## src/design/mbd_pkg.sv

```systemverilog
// shared types and constants for the 2x2 box-filter mip downsampler
// no dependencies; imported by every module of the block
`default_nettype none
package mbd_pkg;

	localparam int MAX_WIDTH   = 4096;
	localparam int MAX_HEIGHT  = 4096;
	localparam int CHANNELS    = 4;
	localparam int LINE_DEPTH  = MAX_WIDTH / 2;
	localparam int QUEUE_DEPTH = 4;

	localparam int DIM_W      = $clog2(MAX_WIDTH) + 1;   // config width/height field
	localparam int COL_W      = $clog2(MAX_WIDTH);
	localparam int ROW_W      = $clog2(MAX_HEIGHT);
	localparam int LINE_IDX_W = $clog2(LINE_DEPTH);
	localparam int CH_W       = 3;
	localparam int CFG_DATA_W = DIM_W;
	localparam int CFG_IDX_W  = 2;
	localparam int BYTE_W     = 8;
	localparam int SUM_W      = BYTE_W + 1;

	typedef enum logic [CFG_IDX_W-1:0] {
		REG_SOURCE_WIDTH  = 2'd0,
		REG_SOURCE_HEIGHT = 2'd1,
		REG_CHANNELS_USED = 2'd2,
		REG_UNUSED        = 2'd3
	} reg_index_t;

	// store: even-row pair sum into the line buffer; emit: combine with the line and output
	typedef enum logic {
		OP_STORE = 1'b0,
		OP_EMIT  = 1'b1
	} op_kind_t;

	typedef logic [CHANNELS-1:0][SUM_W-1:0] pair_sums_t;

	typedef struct packed {
		op_kind_t                kind;
		logic [LINE_IDX_W-1:0]   idx;
		pair_sums_t              sums;
		logic                    frame_end;
	} line_op_t;

endpackage
`default_nettype wire

```

## src/design/mbd_queue.sv

```systemverilog
// short fifo of line ops between the front end and the line-buffer back end
// depends on mbd_pkg
`default_nettype none
module mbd_queue (
	input  wire logic              clk,
	input  wire logic              arst_n,
	input  wire logic              push,
	input  wire mbd_pkg::line_op_t push_op,
	output logic                   full,
	input  wire logic              pop,
	output logic                   head_valid,
	output mbd_pkg::line_op_t      head_op
);
	import mbd_pkg::*;

	localparam int PTR_W = $clog2(QUEUE_DEPTH);
	localparam int CNT_W = $clog2(QUEUE_DEPTH + 1);

	line_op_t         slots_q [QUEUE_DEPTH];
	logic [PTR_W-1:0] wr_ptr_q, rd_ptr_q;
	logic [CNT_W-1:0] count_q;
	logic             do_push, do_pop;

	assign full       = (count_q == CNT_W'(QUEUE_DEPTH));
	assign head_valid = (count_q != '0);
	assign head_op    = slots_q[rd_ptr_q];
	assign do_push    = push && !full;
	assign do_pop     = pop && head_valid;

	always_ff @(posedge clk) begin
		if (do_push)
			slots_q[wr_ptr_q] <= push_op;
	end

	always_ff @(posedge clk or negedge arst_n) begin
		if (!arst_n) begin
			wr_ptr_q <= '0;
			rd_ptr_q <= '0;
			count_q  <= '0;
		end else begin
			if (do_push)
				wr_ptr_q <= (wr_ptr_q == PTR_W'(QUEUE_DEPTH - 1)) ? '0 : wr_ptr_q + PTR_W'(1);
			if (do_pop)
				rd_ptr_q <= (rd_ptr_q == PTR_W'(QUEUE_DEPTH - 1)) ? '0 : rd_ptr_q + PTR_W'(1);
			case ({do_push, do_pop})
				2'b10:   count_q <= count_q + CNT_W'(1);
				2'b01:   count_q <= count_q - CNT_W'(1);
				default: count_q <= count_q;
			endcase
		end
	end

endmodule
`default_nettype wire

```

## config.mk

```make
export PLATFORM = sky130hd
export DESIGN_NAME = mbd_queue
export DESIGN_NICKNAME = d
export VERILOG_FILES = /design/src/design/mbd_pkg.sv /design/src/design/mbd_queue.sv
export SDC_FILE = /design/constraint.sdc
export NUM_CORES = 1
export LEC_CHECK = 0
export BUFFER_PORTS_ARGS = -buffer_cell sky130_fd_sc_hd__clkbuf_2
export CAP_MARGIN = 20
export CELL_PAD_IN_SITES_DETAIL_PLACEMENT = 0
export CELL_PAD_IN_SITES_GLOBAL_PLACEMENT = 1
export CORE_MARGIN = 4
export CORE_UTILIZATION = 45
export CTS_BUF_LIST = sky130_fd_sc_hd__clkbuf_16
export DETAILED_ROUTE_END_ITERATION = 8
export GPL_TIMING_DRIVEN = 0
export PLACE_DENSITY = 0.79
export SLEW_MARGIN = 10
export SYNTH_ARGS = -nofsm -noshare
export SYNTH_HDL_FRONTEND = slang
export SYNTH_SLANG_ARGS = --single-unit
```

## constraint.sdc

```tcl
create_clock -name clk -period 3.2 [get_ports clk]
set_input_delay 0.16 -clock clk [delete_from_list [all_inputs] [get_ports clk]]
set_output_delay 0.16 -clock clk [all_outputs]
set_load 0.05 [all_outputs]
```

==> metrics.md <==
| Metric | Value |
|---|---|
| Status | finished clean |
| Core area | 16,500 µm² |
| Seq/Total Area, Yosys | 79.9% |
| Final Hold Viols | 0 |
| Rel. slew slack | 47.3% |
| Final setup vio count | 0 |
| Syn Nets | 357 |
| HP Class | input port to async pin |
| Yosys cell types | 21 |
| Max VDD drop | 0.573 mV |
| Avg Synthesized Cell Area | 25.5 µm² |
| CTS max path bufs | 3 |
| Chip Height | 138 µm |
| Largest net degree at the start of global routing | 50 |
| CTS root buffer | clkbuf_16 |
| First-pass GRT wire length | 20,800 µm |
| Leakage | 3.39 nW |
| CTS tree | yes |
| IO Count | 104 |
| Die W | 138 µm |
| Setup Slack @ Placement | 1.17 ns |
| Fin crit share | 68.1% |
| Arrival @ worst endpoint | 2.02 ns |
| RSZ-0062 raised after global routing | false |
| Starting DRC count in detailed routing | 175 |
| Worst reg2reg path startpoint | count_q[2] |
| Critical-path top delay cell | mux4_2 |
| Htree depth | 1 |
| Data required, critical path | 3.04 ns |
| Post-route ant nets | 0 |
| Clock Latency Late Sink | 0.49 ns |
| Cts bufs inserted | 21 |
| Share of layout cells above drive strength 1 | 41.0% |
| Total gr overflow | 0 |
| Initial Utilization | 45.9% |
| Most common cell after layout, fill and taps aside | edfxtp_1 |
| Most frequent cells in the layout | edfxtp_1 (196), clkbuf_2 (103), dlygate4sd3_1 (50), mux4_2 (48), clkbuf_16 (21) |
| CP Launch Type | flip-flop |
| CP max stage delay | 0.37 ns |
| Area Overhead vs Synth | 25.4% |
| Fmax | 0.459 GHz |
| Full die area | 19,000 µm² |
| Yosys warning count | 0 |
| CTS sink count | 203 |
| PostCTS Resize Cnt | 0 |
| Worst setup EP type | output port |
| Path depth of the worst reg2reg path | 3 |
| GP Congestion | 0.672 |
| Number of global-route vias before repair | 3,829 |
| Crit path max fanout | 10 |
| Critical Path Start | rd_ptr_q[1] |
| Detailed-route DRC error count | 0 |
| Max cap viols | 0 |
| Placed insts | 620 |
| Reg clk slew, reported paths | 0.06 ns |
| Crit path cell chain | clkbuf_1 -> buf_2 -> mux4_2 -> clkbuf_2 |
| GRT Util Overall | 14.6% |
| Fin crit period | 2.18 ns |
| Setup bufs post-CTS | 0 |
| FF-to-FF setup slack | 1.18 ns |
| Port bufs | 103 |
| CP Capture Point | head_op[11] |
| Initial antenna violation count | 0 |
| Non-filler cells, final | 708 |
| #FFs+latches synth | 203 |
| Drt wl/cell | 19.0 µm |
| Gate Count Post-Synth | 297 |
| Crit Reg-Reg Endpoint | slots_q[3][7] |
| # rows | 47 |
| Total Nets Final | 533 |
| Post-Route WL | 13,500 µm |
| Post-Syn Area | 7590 µm² |
| Worst Max-Slew Pin Slew | 0.791 ns |
| Max-slew violations | 0 |
| Setup ws final | 1.02 ns |
| TritonRoute pass-1 iters | 4 |
| Power per cell area | 1030 nW/µm² |
| Setup skew after layout | 0.0195 ns |
| Mean number of vias per cell | 5.01 |
| Crit path kind | flip-flop to output port |
| DP Wirelength | 7750 µm |
| Vias | 3,544 |
| Number of diodes | 0 |
-- metal layers --
metal / global-route usage, % / share of wire (%) / vias to the layer above / wire, µm
li1: - / - / 1612 / -
met1: 18.8 / 41 / 1824 / 5490
met2: 25.2 / 53 / 89 / 7110
met3: 3.10 / 5.1 / 19 / 684
met4: 4.01 / 1.5 / 0 / 197
met5: 0 / 0 / - / 0
-- final cells by class --
cell class | instances | area (µm²)
clock buffers | 21 | 526
flip-flops and latches | 203 | 6060
well taps | 220 | 275
inverters | 7 | 26.3
plain buffers | 12 | 140
clock inverters | 17 | 101
fillers | 1231 | 7010
multi-input cells | 75 | 1370
repair buffers | 153 | 1020
-- worst max-delay path, delay by kind of cell (launching register included) --
kind / cells / cell delay [ns]
buf+inv: 3 / 0.80
flops: 1 / 0.35
mux: 1 / 0.37
-- flip-flops by register name, summed over array words and instances, names as in the netlist --
register / flops
count_q: 3
rd_ptr_q: 2
slots_q: 196
wr_ptr_q: 2
-- synthesized netlist by cell type (all sizes together) --
cell type	n	area share, %
nor2	3	0.15
inv	7	0.35
ha	6	0.99
and2	4	0.33
edfxtp	196	78
fa	1	0.26
or3	1	0.15
buf	11	1.8
dfrtp	7	2.3
xnor2	1	0.12
mux2	4	0.59
nor3b	1	0.16
mux4	49	15
nor2b	1	0.12
xor2	2	0.23
mux2i	1	0.13
clkbuf	1	0.049
nand2	1	0.083
-- what timing repair did --
action | CTS | global route
endpoints found under the hold margin | 203 | 0
hold buffers | 50 | 0
setup endpoints to repair | 0 | 0
-- how the worst min path moves through the flow --
stage                   to  slack, ns  cells after the start
3_3_place_gp    count_q[0]     0.0004                      1
4_1_cts         count_q[0]       0.02                      2
2_1_floorplan   count_q[0]      -0.14                      0
3_5_place_dp    count_q[1]       0.01                      1
5_1_grt        rd_ptr_q[1]       0.02                      3
6_report        count_q[0]       0.04                      2
-- logic make-up after synthesis --
kind of cell  count (synthesis)  share of synthesized area, %
xor+xnor                      3                         0.346
buf+inv                      19                          2.19
simple gates                 11                         0.990
mux                          54                          15.3
fa+ha+maj                     7                          1.25
flops                       203                          79.9
-- through the flow --
step	total power, W	hold WS [ns]	utilization (%)	area, µm²	TNS (ns)
final	0.00977	0.0403	57.6	9510	0
after global routing	0.0102	0.0163	57.6	9510	0
after CTS	0.00993	0.0197	57.6	9510	0
after detailed placement	0.00766	0.0117	50.8	8390	0
after global placement	0.00759	0.000386	50.7	8380	-19.05
after floorplan	0.00676	-0.136	-	7590	0
-- report_power, final --
| group | total (W) | switching [W] | internal (W) |
|---|---|---|---|
| registers | 0.00366 | 0.000132 | 0.00352 |
| logic | 0.00391 | 0.00265 | 0.00126 |
| clock network | 0.00221 | 0.000936 | 0.00127 |
(Power assumes the default switching activity.)
