`config.mk`:
```
export PLATFORM = sky130hd
export DESIGN_NAME = mbd_front
export DESIGN_NICKNAME = d
export VERILOG_FILES = /design/src/design/mbd_pkg.sv /design/src/design/mbd_front.sv
export SDC_FILE = /design/constraint.sdc
export NUM_CORES = 1
export LEC_CHECK = 0
export BUFFER_PORTS_ARGS = -buffer_cell sky130_fd_sc_hd__buf_2
export CAP_MARGIN = 10
export CORE_MARGIN = 8
export CORE_UTILIZATION = 35
export DETAILED_ROUTE_END_ITERATION = 8
export GPL_TIMING_DRIVEN = 0
export PLACE_DENSITY_LB_ADDON = 0.1
export SYNTH_ARGS = -nofsm -noshare
export SYNTH_HDL_FRONTEND = slang
export SYNTH_SLANG_ARGS = --single-unit
```
`constraint.sdc`:
```
create_clock -name clk -period 4.7 [get_ports clk]
set_input_delay 0.47 -clock clk [delete_from_list [all_inputs] [get_ports clk]]
set_output_delay 0.47 -clock clk [all_outputs]
set_load 0.01 [all_outputs]
```
`src/design/mbd_pkg.sv`:
```
// shared types and constants for the 2x2 box-filter mip downsampler
// no dependencies; imported by every module of the block
`default_nettype none
package mbd_pkg;

	localparam int MAX_WIDTH   = 4096;
	localparam int MAX_HEIGHT  = 4096;
	localparam int CHANNELS    = 4;
	localparam int LINE_DEPTH  = MAX_WIDTH / 2;
	localparam int QUEUE_DEPTH = 4;

	localparam int DIM_W      = $clog2(MAX_WIDTH) + 1;   // config width/height field
	localparam int COL_W      = $clog2(MAX_WIDTH);
	localparam int ROW_W      = $clog2(MAX_HEIGHT);
	localparam int LINE_IDX_W = $clog2(LINE_DEPTH);
	localparam int CH_W       = 3;
	localparam int CFG_DATA_W = DIM_W;
	localparam int CFG_IDX_W  = 2;
	localparam int BYTE_W     = 8;
	localparam int SUM_W      = BYTE_W + 1;

	typedef enum logic [CFG_IDX_W-1:0] {
		REG_SOURCE_WIDTH  = 2'd0,
		REG_SOURCE_HEIGHT = 2'd1,
		REG_CHANNELS_USED = 2'd2,
		REG_UNUSED        = 2'd3
	} reg_index_t;

	// store: even-row pair sum into the line buffer; emit: combine with the line and output
	typedef enum logic {
		OP_STORE = 1'b0,
		OP_EMIT  = 1'b1
	} op_kind_t;

	typedef logic [CHANNELS-1:0][SUM_W-1:0] pair_sums_t;

	typedef struct packed {
		op_kind_t                kind;
		logic [LINE_IDX_W-1:0]   idx;
		pair_sums_t              sums;
		logic                    frame_end;
	} line_op_t;

endpackage
`default_nettype wire

```
`src/design/mbd_front.sv`:
```
// front end: config registers, raster position tracking, left-pixel hold, pair sums
// depends on mbd_pkg; produces line_op_t requests for the op queue
`default_nettype none
module mbd_front (
	input  wire logic                           clk,
	input  wire logic                           arst_n,
	input  wire logic                           cfg_we,
	input  wire logic [mbd_pkg::CFG_IDX_W-1:0]  cfg_index,
	input  wire logic [mbd_pkg::CFG_DATA_W-1:0] cfg_data,
	input  wire logic                           in_fire,
	input  wire logic [mbd_pkg::BYTE_W-1:0]     chan_a,
	input  wire logic [mbd_pkg::BYTE_W-1:0]     chan_b,
	input  wire logic [mbd_pkg::BYTE_W-1:0]     chan_c,
	input  wire logic [mbd_pkg::BYTE_W-1:0]     chan_d,
	output logic                                push,
	output mbd_pkg::line_op_t                   push_op
);
	import mbd_pkg::*;

	logic [DIM_W-1:0] src_width_q, src_height_q;
	logic [CH_W-1:0]  chans_q;
	logic [COL_W-1:0] col_q;
	logic [ROW_W-1:0] row_q;
	logic [CHANNELS-1:0][BYTE_W-1:0] left_q;

	logic [DIM_W-1:0] w, h, ew, eh, col_ext, row_ext, col_inc, row_inc;
	logic [CH_W-1:0]  nch;
	logic [CHANNELS-1:0][BYTE_W-1:0] raw_pix, pix;
	logic in_frame;

	assign raw_pix = {chan_d, chan_c, chan_b, chan_a};

	// clamp configuration to the supported ranges
	always_comb begin
		if (src_width_q < DIM_W'(2))
			w = DIM_W'(2);
		else if (src_width_q > DIM_W'(MAX_WIDTH))
			w = DIM_W'(MAX_WIDTH);
		else
			w = src_width_q;
		if (src_height_q < DIM_W'(2))
			h = DIM_W'(2);
		else if (src_height_q > DIM_W'(MAX_HEIGHT))
			h = DIM_W'(MAX_HEIGHT);
		else
			h = src_height_q;
		if (chans_q < CH_W'(1))
			nch = CH_W'(1);
		else if (chans_q > CH_W'(CHANNELS))
			nch = CH_W'(CHANNELS);
		else
			nch = chans_q;
	end

	assign ew       = {w[DIM_W-1:1], 1'b0};
	assign eh       = {h[DIM_W-1:1], 1'b0};
	assign col_ext  = DIM_W'(col_q);
	assign row_ext  = DIM_W'(row_q);
	assign col_inc  = col_ext + DIM_W'(1);
	assign row_inc  = row_ext + DIM_W'(1);
	assign in_frame = (col_ext < ew) && (row_ext < eh);

	// unused channels read as zero all the way through
	always_comb begin
		for (int k = 0; k < CHANNELS; k++)
			pix[k] = (CH_W'(k) < nch) ? raw_pix[k] : '0;
	end

	always_comb begin
		push_op.kind      = row_q[0] ? OP_EMIT : OP_STORE;
		push_op.idx       = col_q[COL_W-1:1];
		push_op.frame_end = (row_ext == eh - DIM_W'(1)) && (col_ext == ew - DIM_W'(1));
		for (int k = 0; k < CHANNELS; k++)
			push_op.sums[k] = SUM_W'(left_q[k]) + SUM_W'(pix[k]);
	end

	assign push = in_fire && in_frame && col_q[0];

	always_ff @(posedge clk or negedge arst_n) begin
		if (!arst_n) begin
			src_width_q  <= DIM_W'(256);
			src_height_q <= DIM_W'(256);
			chans_q      <= CH_W'(4);
			col_q        <= '0;
			row_q        <= '0;
			left_q       <= '0;
		end else if (cfg_we && reg_index_t'(cfg_index) != REG_UNUSED) begin
			unique case (reg_index_t'(cfg_index))
				REG_SOURCE_WIDTH:  src_width_q  <= cfg_data;
				REG_SOURCE_HEIGHT: src_height_q <= cfg_data;
				REG_CHANNELS_USED: chans_q      <= cfg_data[CH_W-1:0];
				default: ;
			endcase
			// a write to any of the three defined registers restarts the frame
			col_q <= '0;
			row_q <= '0;
		end else if (in_fire) begin
			if (in_frame && !col_q[0])
				left_q <= pix;
			if (col_inc >= w) begin
				col_q <= '0;
				if (row_inc >= h)
					row_q <= '0;
				else
					row_q <= row_inc[ROW_W-1:0];
			end else begin
				col_q <= col_inc[COL_W-1:0];
			end
		end
	end

endmodule
`default_nettype wire

```
==> run metrics, run 1 <==
clock buffer depth=2; critical path data arrival time=4160 ps; DP Wirelength=16800 um; combinational share of power=48.9%; drc violations=0; warnings from Yosys=0; FF-to-FF path depth=11; post-synthesis sequential area ratio=28.7%; met1 Use GR=22.1%; skew final=16.7 ps; cell internal pwr=2280 uW; status=finished clean; clk sinks=85; Vert. Die Dim=162 um; Yosys top cell by area=dfrtp_1; setup_tns=0 ps; Leak=0.00419 uW; Gate Count Post-Synth=833; Synth async-reset ratio=100%; EDFF count, synth=0; io pins=101; First-pass DRT Iterations=5; Rel. slew slack=41.9%; vias in the first global route=6427; ys flop type=dfrtp_1; Crit Path Class=flip-flop to output pin; H-tree level count=3; nets=1096; sequential share of power=27.8%; Total Wirelength=21500 um; total CTS buffers=9; CTS Root Cell=clkbuf_16; hold_buf cts=0; DP Cell Count=1208; Post-DP Area=8290 um2; CP max-delay cell=or4_4; Worst-Margin Slew=870 ps; Iter 0 DRT Violations=398; Area contributors post-synth=dfrtp_1, ha_1, mux2_2, xnor2_1, o21ai_0; Net Sw Power=1510 uW; most used cell, CP=or4_4; GRT met2 Usage=27.8%; Area growth syn-to-layout=20.4%; Worst-Skew Late Latency=370 ps; RSZ-0062 raised after global routing=yes; non-filler instance count after layout=1238; Worst-path clk slew=70 ps; Finished Cell Area=8930 um2; first-pass GRT wire length=35000 um; Synth cell types=59; Mapped Area=7420 um2; Critical R2R Launch=src_width_q[6]; ANT nets after route=0; commonest cells after routing, fill and taps aside=buf_2, ha_1, dfrtp_1; IO buf count=99; Crit. Startpoint=src_width_q[4]; crit path max fanout=5; proportion of layout cells with a drive suffix above 1=26.2%; Post-Place Worst Slack=-592 ps; Hold WC Path Type=primary input to asynchronous set/reset pin; die width=162 um; core footprint=20900 um2; fillcell total=2113; Tmin final=4630 ps; final setup fails=0; most common cell after layout, fill and taps aside=buf_2; final RePlAce weighted congestion=0.910; #FFs+latches synth=85; Final Hold Fails=0; syn_area_per_cell=8.91 um2; CP Data Required Time=4230 ps; VDD IR max=0.263 mV; fin. max-slew vios=0; CP cell instances=or4_4 -> nor3_4 -> a31oi_4 -> ha_1 -> xnor2_1 -> a31oi_1 -> nand4_1 -> or4_1 -> or4_4 -> or4_4 -> nor4_4 -> buf_2; antenna violations before repair=1; Starting Density=35.5%; CP max stage delay=530 ps; max_cap viols=0; clock share of power=23.3%; PnR worst setup slack=72.6 ps; mean routed wirelength per cell=17.4 um; CP startpoint kind=flip-flop; Period Utilization, post-route=98.5%; CP Capture Type=output pin; GRT met3 Usage=2.72%; die area=26100 um2; CTS tree=done; largest net degree at the start of global routing=56; Vias/cell=5.21; pwr dens=423 nW/um2; Synth top area share=27.6%; Sw Ratio=39.8%; GR Util All Layers=16.6%; Mapped Nets=972; # rows=53; fmax=0.216 GHz; GRT busiest layer=met2; grt total ovfl=0; vias=6452
[Yosys cell counts, types with 3 or more instances]
master / instances
ha_1: 84
dfrtp_1: 82
nand2_1: 73
mux2_2: 56
o21ai_0: 55
clkbuf_1: 39
nor2_1: 38
a21oi_1: 37
xnor2_1: 35
inv_1: 32
nor2b_1: 29
nand3_1: 23
nand2b_1: 22
xor2_1: 21
nor3_1: 17
a21o_1: 15
buf_4: 12
nand4_1: 11
and2_1: 10
and3_1: 9
mux2i_1: 9
nor3b_1: 8
o211ai_1: 7
or4_1: 7
a211oi_1: 6
buf_2: 6
nor4_1: 6
o21a_1: 6
a31oi_1: 5
o41ai_1: 5
or2_2: 5
a211o_1: 4
a21boi_0: 4
fa_1: 4
nor4_2: 4
o2111ai_1: 4
o31ai_1: 4
a41o_1: 3
dfstp_2: 3
nand3b_1: 3
o21bai_1: 3
[kinds of logic after synthesis]
kind of cell             count (synthesis)  share of synthesized area (%)
AO/OA/AOI/OAI                          173                           14.9
XOR/XNOR                                56                           6.61
adder cells (fa/ha/maj)                 88                           15.2
buffers and inverters                   93                           5.43
flip-flops                              85                           28.7
multiplexers                            65                           9.71
AND/OR/NAND/NOR                        273                           19.4
[area by class of cell]
class	count	area [um2]	share of cell area, %
Multi-Input combinational cell	655	5050	56.5
Sequential cell	85	2140	23.9
Timing Repair Buffer	115	638	7.14
Tap cell	275	344	3.85
Buffer	58	287	3.21
Clock buffer	9	225	2.52
Clock inverter	7	129	1.44
Inverter	33	124	1.39
Antenna cell	1	2.50	0.0280
[what timing repair did]
action,in CTS,in global routing
endpoints found under the setup margin,31,26
gates resized for setup,31,15
setup buffers,13,2
pin swaps,15,7
[state kept, by name (all words and copies together), names as in the netlist]
signal	count
row_q	12
col_q	12
src_height_q	13
left_q	32
chans_q	3
src_width_q	13
[metrics by stage]
| stage | util, % | hold slack [ps] | total power [uW] |
|---|---|---|---|
| floorplan | - | 174 | 2250 |
| CTS | 42.5 | 66.0 | 3800 |
| finish | 42.8 | 51.9 | 3780 |
| global placement | 39.6 | 498 | 2820 |
| detailed placement | 39.7 | 456 | 2830 |
| global route | 42.8 | 88.0 | 4070 |
[worst max-delay path, delay by kind of cell (launching register included)]
family | cells | cell delay (ps)
compound gates | 2 | 350
fa+ha+maj | 1 | 320
buf+inv | 1 | 180
xor+xnor | 1 | 130
flops | 1 | 430
simple gates | 7 | 2400
[per-layer routing]
layer / wire, um / share of wire, % / vias to the layer above
met4: 240 / 1.1 / 0
met3: 723 / 3.4 / 16
li1: - / - / 3230
met2: 10200 / 47 / 127
met5: 0 / 0 / -
met1: 10400 / 48 / 3079
[power by group through the flow]
stage	logic, uW	clock network [uW]	registers (uW)
2_1_floorplan	1240	0	1010
3_3_place_gp	1770	0	1050
3_5_place_dp	1770	0	1060
4_1_cts	1850	906	1040
5_1_grt	2070	926	1080
6_report	1850	881	1050
[worst paths after layout]
path,endpoint,slack [ps]
max,push_op[0],70
min,left_q[23],50
max reg2reg,left_q[12],330
min reg2reg,left_q[31],520
max in group asynchronous,src_height_q[8],3970
min in group clk,src_height_q[6],350
No activity file was read; power rests on OpenSTA's default activity.
==> inputs of run 2 (changes only) <==
==> constraint.sdc (replaced) <==
create_clock -name clk -period 4.7 [get_ports clk]
set_input_delay 0.94 -clock clk [delete_from_list [all_inputs] [get_ports clk]]
set_output_delay 0.94 -clock clk [all_outputs]
set_load 0.01 [all_outputs]
==> run metrics, run 2 (synthesis gave the netlist of run 1 again) <==
violated checks=negative setup slack; Rel. slew slack=46.3%; status=finished, violations left; largest net degree at the start of global routing=55; VDD IR max=0.201 mV; die width=162 um; PnR worst setup slack=-454 ps; Worst-Margin Slew=805 ps; proportion of layout cells with a drive suffix above 1=24.9%; core footprint=20900 um2; Worst-path clk slew=70 ps; total CTS buffers=9; vias=6332; critical path data arrival time=4210 ps; commonest cells after routing, fill and taps aside=buf_2, ha_1, dfrtp_1; GR Util All Layers=16.4%; CP Capture Type=output pin; drc violations=0; first-pass GRT wire length=34400 um; nets=1093; fin. max-slew vios=0; clk sinks=85; io pins=101; grt total ovfl=0; Starting Density=35.5%; skew final=7.32 ps; max_cap viols=0; First-pass DRT Iterations=5; antenna violations before repair=0; Ant. Diodes=0; IO buf count=99; Largest regs=left_q (32), src_height_q (13), src_width_q (13); CP Data Required Time=3760 ps; Crit Path Class=flip-flop to output pin; CTS tree=done; Hold WC Path Type=flip-flop to flip-flop; setup_tns=-454 ps; die area=26100 um2; final RePlAce weighted congestion=0.862; mean routed wirelength per cell=17.2 um; RSZ-0062 raised after global routing=yes; Period Utilization, post-route=110%; Final Hold Fails=0; DP Cell Count=1208; # rows=53; Vert. Die Dim=162 um; Vias/cell=5.14; register name with the most flops=left_q; Worst-Skew Late Latency=350 ps; CTS Root Cell=clkbuf_16; vias in the first global route=6417; crit path max fanout=7; DP Wirelength=16600 um; ANT nets after route=0; pwr dens=405 nW/um2; Leak=0.00412 uW; Iter 0 DRT Violations=316; CP startpoint kind=flip-flop; final setup fails=1; Area growth syn-to-layout=18.1%; fmax=0.194 GHz; most common cell after layout, fill and taps aside=buf_2; non-filler instance count after layout=1233; Tmin final=5150 ps; clock buffer depth=2; Total Wirelength=21100 um; H-tree level count=3; number of flip-flops in the largest register=32
-- run 2: changes by cell type in the layout (fill, tap and decap cells not counted), moves of 2 or more --
cell / change
clkbuf_2: -3
inv_8: -2
buf_4: -2
ha_1: +3
inv_1: +2
clkbuf_1: +3
bufinv_16: -3
ha_4: -3
inv_2: -2
clkinv_4: +2
-- run 2: worst paths after layout --
kind                              end      startpoint  cells after the start  slack (ps)
max in group asynchronous  chans_q[2]          arst_n                      2        3490
max                        push_op[0]  src_width_q[6]                     12        -450
min reg2reg                 left_q[5]       left_q[5]                      1         510
min                         left_q[5]       left_q[5]                      1         510
max reg2reg                left_q[16]  src_width_q[5]                     11         380
min in group asynchronous  left_q[21]          arst_n                      1         530
-- run 2: layout make-up --
type                            count  area, um2
Fill cell                        2176      12100
Multi-Input combinational cell    655       4990
Sequential cell                    85       2140
Timing Repair Buffer              113        623
Tap cell                          275        344
Buffer                             57        269
Clock buffer                       10        239
Inverter                           33        124
Clock inverter                      5       37.5
-- run 2: power breakdown --
| group | switching (uW) | internal (uW) | total, uW |
|---|---|---|---|
| clock | 318 | 371 | 689 |
| combinational | 991 | 825 | 1820 |
| sequential | 146 | 898 | 1040 |
| total | 1460 | 2090 | 3550 |
-- run 2: timing repair --
action,CTS,global route
buffers inserted,9,4
setup endpoints to repair,1,30
pin swaps,11,5
cloned,0,0
gates resized for setup,16,5
hold buffers,0,0
-- run 2: stage by stage --
step                setup slack [ps]  instance area (um2)  power (uW)  hold WS (ps)  utilization [%]
finish                          -454                 8770        3550           512             42.0
detailed placement              -631                 8340        2840           500             39.9
floorplan                       36.1                 7470        2260           480                -
global route                    -560                 8770        3850           530             42.0
CTS                             -536                 8720        3590           520             41.7
global placement                -641                 8310        2840           494             39.8
-- run 2: worst max-delay path: stages (launching register included) --
cell and delay (ps):
dfrtp_2 460, or4_4 530, nor3_4 190, a31oi_4 140, inv_1 80, ha_1 250, nor4_2 240, o21ai_1 90
or4_1 520, or4_4 420, or4_4 450, nor4_4 300, buf_2 180
-- run 2: metal layers --
| layer | track usage [%] | share of wire [%] |
|---|---|---|
| met1 | 20.9 | 47 |
| met2 | 28.3 | 48 |
| met3 | 3.33 | 3.7 |
| met4 | 3.32 | 1.0 |
| met5 | 0 | 0 |
==> inputs of run 3 (changes only) <==
- CORE_UTILIZATION: 35 -> 59
==> run metrics, run 3 (synthesis gave the netlist of run 1 again) <==
CP max stage delay=560 ps; First-pass DRT Iterations=5; die width=128 um; Power, Total=3660 uW; first-pass GRT wire length=34500 um; fin. max-slew vios=0; antenna violations before repair=0; Period Utilization, post-route=106%; clk sinks=85; io pins=101; Worst-Margin Slew=775 ps; Rel. slew slack=48.3%; CP max-delay cell=or4_4; Leak=0.00414 uW; die area=16400 um2; Vias/cell=5.97; Post-DP Area=8210 um2; final setup fails=1; Hold WC Path Type=flip-flop to flip-flop; hold_buf cts=0; largest net degree at the start of global routing=51; GR Util All Layers=26.3%; commonest cells after routing, fill and taps aside=buf_2, ha_1, dfrtp_1; clock buffer depth=2; CTS Root Cell=clkbuf_16; Ant. Diodes=0; register name with the most flops=left_q; Vert. Die Dim=128 um; Finished Cell Area=8710 um2; DP Wirelength=16200 um; number of flip-flops in the largest register=32; final RePlAce weighted congestion=0.929; nets=1092; PnR worst setup slack=-305 ps; Tmin final=5000 ps; grt total ovfl=0; drc violations=0; proportion of layout cells with a drive suffix above 1=24.9%; CTS tree=done; setup_tns=-305 ps; CP startpoint kind=flip-flop; Starting Density=59.6%; Crit Path Class=flip-flop to output pin; IO buf count=99; vias=6741; Crit path buffers/inverters=2; RSZ-0062 raised after global routing=yes; pwr dens=420 nW/um2; vias in the first global route=7145; H-tree level count=3; crit path max fanout=4; fmax=0.200 GHz; Total Wirelength=20500 um; Final Hold Fails=0; Post-Place Worst Slack=-415 ps; skew final=9.53 ps; hold slack final=519 ps; most common cell after layout, fill and taps aside=buf_2; # rows=41; CP cell instances=or4_4 -> nor3_4 -> a31oi_4 -> inv_2 -> ha_4 -> nor4_2 -> o21ai_1 -> or4_1 -> or4_1 -> or4_4 -> nor4_4 -> buf_2; Worst-Skew Late Latency=350 ps; core footprint=12500 um2; VDD IR max=0.311 mV; critical path data arrival time=4060 ps; violated checks=negative setup slack; max_cap viols=0; Largest regs=left_q (32), src_height_q (13), src_width_q (13); status=finished, violations left; Area growth syn-to-layout=17.3%; CP Data Required Time=3760 ps; mean routed wirelength per cell=18.1 um; CP Capture Type=output pin; Worst-path clk slew=70 ps; kind of cell adding the most delay to the critical path=simple AND/OR/NAND/NOR gates; ANT nets after route=0; Iter 0 DRT Violations=455; total CTS buffers=9
==> run 3: worst register-to-register path: cells and delay by family (launching register included) <==
kind            cells  cell delay [ps]
buf+inv             2              740
simple gates        4             1480
fa+ha+maj           1              320
flops               1              410
compound gates      3              890
mux                 1              420
==> run 3: layer usage <==
layer	vias up	share of wire, %	track usage, %
li1	3218	-	-
met1	3260	42	30.2
met2	207	51	47.0
met3	56	4.6	4.33
met4	0	3.3	11.6
met5	-	0	0
==> run 3: report_power, final <==
group	internal, uW	total (uW)	switching (uW)
registers	897	1050	150
clock network	431	742	311
logic	849	1870	1020
==> run 3: repair_timing <==
item                                    CTS  global route
endpoints found under the setup margin    1            45
setup buffers                            11             0
resized for setup                        15            11
pin swaps                                13             6
==> run 3: cell type report <==
| cell class | count | area, um2 |
|---|---|---|
| Clock inverter | 4 | 55.1 |
| Tap cell | 172 | 215 |
| Buffer | 58 | 278 |
| Timing Repair Buffer | 111 | 608 |
| Multi-Input combinational cell | 655 | 5040 |
| Clock buffer | 12 | 246 |
| Sequential cell | 85 | 2140 |
| Fill cell | 1012 | 3760 |
| Inverter | 33 | 124 |
==> run 3: path summary, 6_finish.rpt <==
path                           startpoint         end  slack (ps)  cells after the start
min in group asynchronous          arst_n  left_q[20]         540                      1
min                            left_q[28]  left_q[28]         520                      1
max reg2reg                src_width_q[6]  left_q[24]         350                     11
min reg2reg                    left_q[28]  left_q[28]         520                      1
max in group asynchronous          arst_n  chans_q[2]        3490                      2
max                        src_width_q[6]  push_op[0]        -300                     12
==> run 3: stage by stage <==
stage | std cells | utilization, %
4_1_cts | 1130 | 69.5
2_1_floorplan | 833 | -
3_3_place_gp | 1104 | 65.6
6_report | 1130 | 69.8
3_5_place_dp | 1105 | 65.9
5_1_grt | 1130 | 69.8
